### config.mk
export PLATFORM = sky130hd
export DESIGN_NAME = ede_cell
export DESIGN_NICKNAME = d
export VERILOG_FILES = /design/src/sv/ede_pkg.sv /design/src/sv/ede_cell.sv
export SDC_FILE = /design/constraint.sdc
export NUM_CORES = 1
export LEC_CHECK = 0
export BUFFER_PORTS_ARGS = -buffer_cell sky130_fd_sc_hd__buf_2
export CORE_MARGIN = 2
export CORE_UTILIZATION = 53
export CTS_CLUSTER_SIZE = 28
export DETAILED_ROUTE_END_ITERATION = 12
export PLACE_DENSITY_LB_ADDON = 0.12
export SYNTH_ARGS = -nofsm -noshare
export SYNTH_HDL_FRONTEND = slang
export SYNTH_SLANG_ARGS = --single-unit
### constraint.sdc
create_clock -name clk -period 4.1 [get_ports clk]
set_input_delay 0.41 -clock clk [delete_from_list [all_inputs] [get_ports clk]]
set_output_delay 0.41 -clock clk [all_outputs]
set_load 0.03 [all_outputs]
### src/sv/ede_pkg.sv
// Shared types and constants for the edit distance engine.
package ede_pkg;

    localparam int CH_W = 8;

    typedef logic [CH_W-1:0] char_t;

    // op field codes
    localparam logic OP_SOURCE = 1'b0;
    localparam logic OP_TARGET = 1'b1;

    // control part of the wavefront token passed from cell to cell
    typedef struct packed {
        logic valid;
        logic upd;
        logic fin;
    } tok_ctl_t;

endpackage

### src/sv/ede_cell.sv
// One cell of the cost row: holds one source character and one row cost.
module ede_cell #(
    parameter int CW  = 7,
    parameter int IDX = 1
) (
    input  logic             clk,
    input  logic             rst_n,
    input  logic             wr_en,
    input  ede_pkg::char_t   wr_ch,
    input  ede_pkg::tok_ctl_t tin,
    input  ede_pkg::char_t   tch_in,
    input  logic [CW-1:0]    left_in,
    input  logic [CW-1:0]    diag_in,
    output ede_pkg::tok_ctl_t tout,
    output ede_pkg::char_t   tch_out,
    output logic [CW-1:0]    left_out,
    output logic [CW-1:0]    diag_out
);
    import ede_pkg::*;

    localparam logic [CW-1:0] RESET_COST = CW'(IDX);

    char_t          src_reg;
    logic           active_reg;
    logic           active_next;
    logic [CW-1:0]  cost_reg;
    logic [CW-1:0]  cost_next;
    tok_ctl_t       tout_reg;
    char_t          tch_reg;
    logic [CW-1:0]  left_reg;
    logic [CW-1:0]  left_next;
    logic [CW-1:0]  diag_reg;
    logic [CW-1:0]  min_ld;
    logic [CW-1:0]  min_all;
    logic [CW-1:0]  calc;

    assign min_ld  = (left_in < diag_in) ? left_in : diag_in;
    assign min_all = (cost_reg < min_ld) ? cost_reg : min_ld;
    assign calc    = (src_reg == tch_in) ? diag_in : min_all + CW'(1);

    always_comb
    begin
        left_next   = left_in;
        cost_next   = cost_reg;
        active_next = active_reg;
        if (wr_en)
        begin
            active_next = 1'b1;
        end
        if (tin.valid)
        begin
            if (active_reg)
            begin
                if (tin.upd)
                begin
                    left_next = calc;
                    cost_next = calc;
                end
                else
                begin
                    left_next = cost_reg;
                end
            end
            // final item: row entry returns to its initial value
            if (tin.fin)
            begin
                cost_next   = RESET_COST;
                active_next = 1'b0;
            end
        end
    end

    always_ff @(posedge clk or negedge rst_n)
    begin
        if (!rst_n)
        begin
            active_reg <= 1'b0;
            cost_reg   <= RESET_COST;
            tout_reg   <= '0;
        end
        else
        begin
            active_reg <= active_next;
            cost_reg   <= cost_next;
            tout_reg   <= tin;
        end
    end

    always_ff @(posedge clk)
    begin
        if (wr_en)
        begin
            src_reg <= wr_ch;
        end
        if (tin.valid)
        begin
            tch_reg  <= tch_in;
            left_reg <= left_next;
            diag_reg <= cost_reg;
        end
    end

    assign tout     = tout_reg;
    assign tch_out  = tch_reg;
    assign left_out = left_reg;
    assign diag_out = diag_reg;

endmodule

==> report_table.html <==
<table>
<tr><th>Metric</th><th>Value</th></tr>
<tr><th colspan="2">Timing</th></tr>
<tr><td>Slew Limit Headroom</td><td>55.97%</td></tr>
<tr><td>Minimum clock period</td><td>around 4000 ps</td></tr>
<tr><td>Endpoints failing hold</td><td>0</td></tr>
<tr><td>Highest Clock Rate</td><td>0.2501 GHz</td></tr>
<tr><td>Number of endpoints failing setup at the final stage</td><td>0</td></tr>
<tr><td>Clk_skew</td><td>about 11 ps</td></tr>
<tr><td>Period Utilization, post-route</td><td>97.53%</td></tr>
<tr><td>Final sum of negative setup slack</td><td>0 ps</td></tr>
<tr><td>Transition time at the pin with the least slew margin</td><td>about 650 ps</td></tr>
<tr><td>Setup repair after global routing missed its margin</td><td>true</td></tr>
<tr><td>Final slew viol count</td><td>0</td></tr>
<tr><th colspan="2">Global routing</th></tr>
<tr><td>Global-route wire length before repair</td><td>9708 µm</td></tr>
<tr><td>GRT Util Overall</td><td>between 20% and 30%</td></tr>
<tr><td>Overflow left after global routing</td><td>0</td></tr>
<tr><td>Number of global-route vias before repair</td><td>~2000</td></tr>
<tr><td>Pin count of the biggest net entering global routing</td><td>28</td></tr>
<tr><td>Number of antenna violations at the first check in global routing</td><td>0</td></tr>
<tr><th colspan="2">Routing</th></tr>
<tr><td>Routed wire length per instance</td><td>about 16 µm</td></tr>
<tr><td>Post-detailed-routing wire length</td><td>6304 µm</td></tr>
<tr><td>Detailed-route via count</td><td>~2200</td></tr>
<tr><td>Remaining number of nets flagged by the antenna check after routing</td><td>0</td></tr>
<tr><td>Detailed router's first-iteration violation count</td><td>between 200 and 250</td></tr>
<tr><td>Initial DRT Pass Iterations</td><td>5</td></tr>
<tr><td>Post-route DRC violation count</td><td>0</td></tr>
<tr><td>Vias/cell</td><td>roughly 5.8</td></tr>
<tr><th colspan="2">Worst setup path</th></tr>
<tr><td>Worst r2r path cells</td><td>16</td></tr>
<tr><td>Cell type group with the largest total delay on the critical path</td><td>compound AO/OA/AOI/OAI gates</td></tr>
<tr><td>Startpoint of the most critical setup path</td><td>diag_in[3]</td></tr>
<tr><td>Worst EP required</td><td>around 4300 ps</td></tr>
<tr><td>Number of buffer and inverter stages on the critical path</td><td>4</td></tr>
<tr><td>Category of the most critical setup path</td><td>in2reg</td></tr>
<tr><td>Startpoint type of the worst setup path</td><td>input pin</td></tr>
<tr><td>CP Capture Type</td><td>register</td></tr>
<tr><td>Cells along the critical path</td><td>buf_2 &gt; inv_1 &gt; ha_1 &gt; a211o_1 &gt; a21oi_2 &gt; o21a_4 &gt; buf_12 &gt; mux2i_4 &gt; ha_1 &gt; nand4_1 &gt; a21oi_2 &gt; mux2i_2 &gt; o21ai_2 &gt; nor2_1 &gt; a21oi_1 &gt; ha_2 &gt; nand3_2 &gt; nor2_2 &gt; xnor2_1 &gt; mux2i_1 &gt; a22oi_1 &gt; nand3_1 &gt; buf_4 &gt; a22o_1</td></tr>
<tr><td>Crit path max fanout</td><td>5</td></tr>
<tr><td>R2R Setup Slk</td><td>920 ps</td></tr>
<tr><td>Data arrival at the endpoint of the critical path</td><td>~4200 ps</td></tr>
<tr><td>Biggest cell delay along the critical path</td><td>between 300 and 400 ps</td></tr>
<tr><td>Worst flop-to-flop path endpoint</td><td>cost_reg[6]</td></tr>
<tr><td>Crit-path slowest cell</td><td>a211o_1</td></tr>
<tr><td>Worst reg2reg startpoint</td><td>cost_reg[4]</td></tr>
<tr><th colspan="2">Die</th></tr>
<tr><td>I/O pin total</td><td>a little over 60</td></tr>
<tr><td>Chip Width</td><td>72.37 µm</td></tr>
<tr><td>Total die area</td><td>5237 µm²</td></tr>
<tr><td>Initial cell density of the core</td><td>about 56%</td></tr>
<tr><td>Core area</td><td>between 4000 and 5000 µm²</td></tr>
<tr><td>Std cell rows</td><td>24</td></tr>
<tr><td>Chip Height</td><td>roughly 72 µm</td></tr>
<tr><th colspan="2">Placed design</th></tr>
<tr><td>Instance count after placement with tap cells included</td><td>between 300 and 400</td></tr>
<tr><td>Post-DP HPWL</td><td>between 4000 and 5000 µm</td></tr>
<tr><td>Number of buffer cells added on primary ports</td><td>60</td></tr>
<tr><td>Last weighted congestion value of the routability-driven placer</td><td>between 0.8 and 0.9</td></tr>
<tr><th colspan="2">Yosys</th></tr>
<tr><td>Post-Syn Area per Cell</td><td>10.24 µm²</td></tr>
<tr><td>Sequential element share of the synthesized area</td><td>47.53%</td></tr>
<tr><td>Distinct cell type count after synthesis</td><td>50</td></tr>
<tr><td>Net Count, Synth</td><td>290</td></tr>
<tr><td>Primary FF master, synth</td><td>edfxtp_1</td></tr>
<tr><td>Post-synth EDFFs</td><td>30</td></tr>
<tr><td>Gate count of the mapped netlist</td><td>242</td></tr>
<tr><td>Warning count from the yosys run</td><td>0</td></tr>
<tr><td>Share of flip-flops with an asynchronous set or reset</td><td>around 27%</td></tr>
<tr><td>Combined area of all synthesized cells</td><td>2477 µm²</td></tr>
<tr><td>Synthesis-stage register bit count</td><td>41</td></tr>
<tr><th colspan="2">Clock network</th></tr>
<tr><td>Clock sinks</td><td>41</td></tr>
<tr><td>Clk Latency, worst-skew pair</td><td>290 ps</td></tr>
<tr><td>Clock root cell</td><td>clkbuf_8</td></tr>
<tr><td>Clk buf depth</td><td>2</td></tr>
<tr><td>TritonCTS clock tree</td><td>yes</td></tr>
<tr><td>Reg clk slew, reported paths</td><td>80 ps</td></tr>
<tr><td>TritonCTS Buffers</td><td>5</td></tr>
<tr><td>H-tree level count</td><td>2</td></tr>
<tr><th colspan="2">Layout</th></tr>
<tr><td>Non-filler cells in the finished layout</td><td>385</td></tr>
<tr><td>Antenna fix cells</td><td>0</td></tr>
<tr><td>Area added between synthesis and finish</td><td>31.31%</td></tr>
<tr><td>Layout cells sized above 1</td><td>36.94%</td></tr>
<tr><td>Nets</td><td>380</td></tr>
<tr><th colspan="2">Worst hold path</th></tr>
<tr><td>Tightest Hold Check Type</td><td>in2reg</td></tr>
<tr><td>Hold path cells</td><td>1</td></tr>
<tr><td>Sink of the worst hold path</td><td>tout[0]</td></tr>
<tr><td>Hold path startpoint</td><td>tin[0]</td></tr>
<tr><th colspan="2">Power</th></tr>
<tr><td>Worst-case vdd ir drop</td><td>~0.17 mV</td></tr>
<tr><td>Pwr/cell area</td><td>roughly 340 nW/µm²</td></tr>
<tr><td>Leak</td><td>approximately 1.4 nW</td></tr>
<tr><th colspan="2">Outcome</th></tr>
<tr><td>Result of the run</td><td>finished, final reports clean</td></tr>
<tr><th colspan="2">Job</th></tr>
<tr><td>Max Cap Violations</td><td>0</td></tr>
</table>
==> layout make-up <==
type	instances	area, µm²
Clock buffer	5	68.82
Tap cell	52	65.06
Timing Repair Buffer	91	571.8
Multi-Input combinational cell	179	1294
Inverter	14	55.05
Sequential cell	41	1177
Fill cell	336	1161
Clock inverter	3	21.27
==> cell families after synthesis <==
group	after synthesis	share of synthesized area (%)
and+or+nand+nor	73	14.19
xor gates and xnor gates	19	6.717
buffers and inverters	22	3.788
adders and majority gates	12	6.060
muxes	12	5.353
AOI/OAI and AO/OA	63	16.36
DFF	41	47.53
==> per-layer routing <==
layer	wire length (µm)	share of wire, %	up-vias	GRT usage, %
met5	0	0	-	0
met4	86	1.4	0	6.790
met3	489	7.8	7	4.722
met2	3048	48	100	40.06
met1	2679	42	1046	32.61
li1	-	-	1074	-
==> power breakdown <==
part | total (W) | internal [W] | switching, W
combinational | 0.000325 | 0.000142 | 0.000183
clock | 0.000263 | 0.000121 | 0.000143
sequential | 0.000506 | 0.000483 | 0.0000225
==> how the worst max path moves through the flow <==
stage	to	cells past startpoint
detailed placement	left_out[6]	23
finish	cost_reg[6]	24
CTS	left_out[6]	23
global route	cost_reg[6]	24
floorplan	left_out[6]	23
global placement	left_out[6]	23
==> Yosys cell counts, drive strengths merged, types with 2 or more instances <==
cell / instances / area share [%]
a22o: 2 / 0.71
o21ai: 15 / 3.2
nand4: 5 / 1.3
nand2b: 2 / 0.50
nand3: 15 / 3.0
edfxtp: 30 / 36
xnor2: 18 / 6.4
and2: 2 / 0.50
buf: 2 / 0.76
clkbuf: 6 / 0.91
ha: 12 / 6.1
a22oi: 2 / 0.61
a211o: 2 / 0.71
nor4: 2 / 0.50
o21a: 3 / 0.91
mux2: 4 / 2.0
nor3: 5 / 1.0
dfrtp: 10 / 10
nand2: 14 / 2.1
nor2: 20 / 3.0
and3: 2 / 0.50
nand3b: 2 / 0.61
o221ai: 2 / 0.71
mux2i: 8 / 3.4
a21oi: 20 / 4.2
inv: 14 / 2.1
a31oi: 4 / 1.0
nor2b: 2 / 0.50
o31ai: 2 / 0.61
a21boi: 2 / 0.61
==> through the flow <==
step                      power (W)  instance area, µm²  hold slack [ps]  setup WS, ps  util [%]
after detailed placement  0.0008061                3015            292.0        -301.3     68.31
after floorplan           0.0006928                2487            114.4         18.16         -
final                      0.001094                3253            281.1         101.1     73.70
after global routing       0.001143                3253            281.6        -131.3     73.70
after global placement    0.0008001                3015            286.7        -199.3     68.31
after CTS                  0.001066                3123            280.7         4.455     70.75
==> repair_timing <==
| item | CTS | global route |
|---|---|---|
| setup endpoints to repair | 2 | 5 |
| cloned | 0 | 1 |
| endpoints found under the hold margin | 10 | 0 |
| pin swaps | 0 | 18 |
| resized for setup | 2 | 15 |
| setup buffers | 0 | 3 |
| hold buffers | 1 | 0 |
==> placed cells by master (no fill, tap or decap), types with 6 or more instances in the layout <==
cell       n
inv_1     12
buf_2     59
edfxtp_1  30
nor2_1    19
nand2_1   14
ha_1       8
xnor2_1   18
buf_4     28
dfrtp_1   10
o21ai_0    9
mux2i_1    6
nand3_1   14
a21oi_1   15
(Power assumes the default switching activity.)
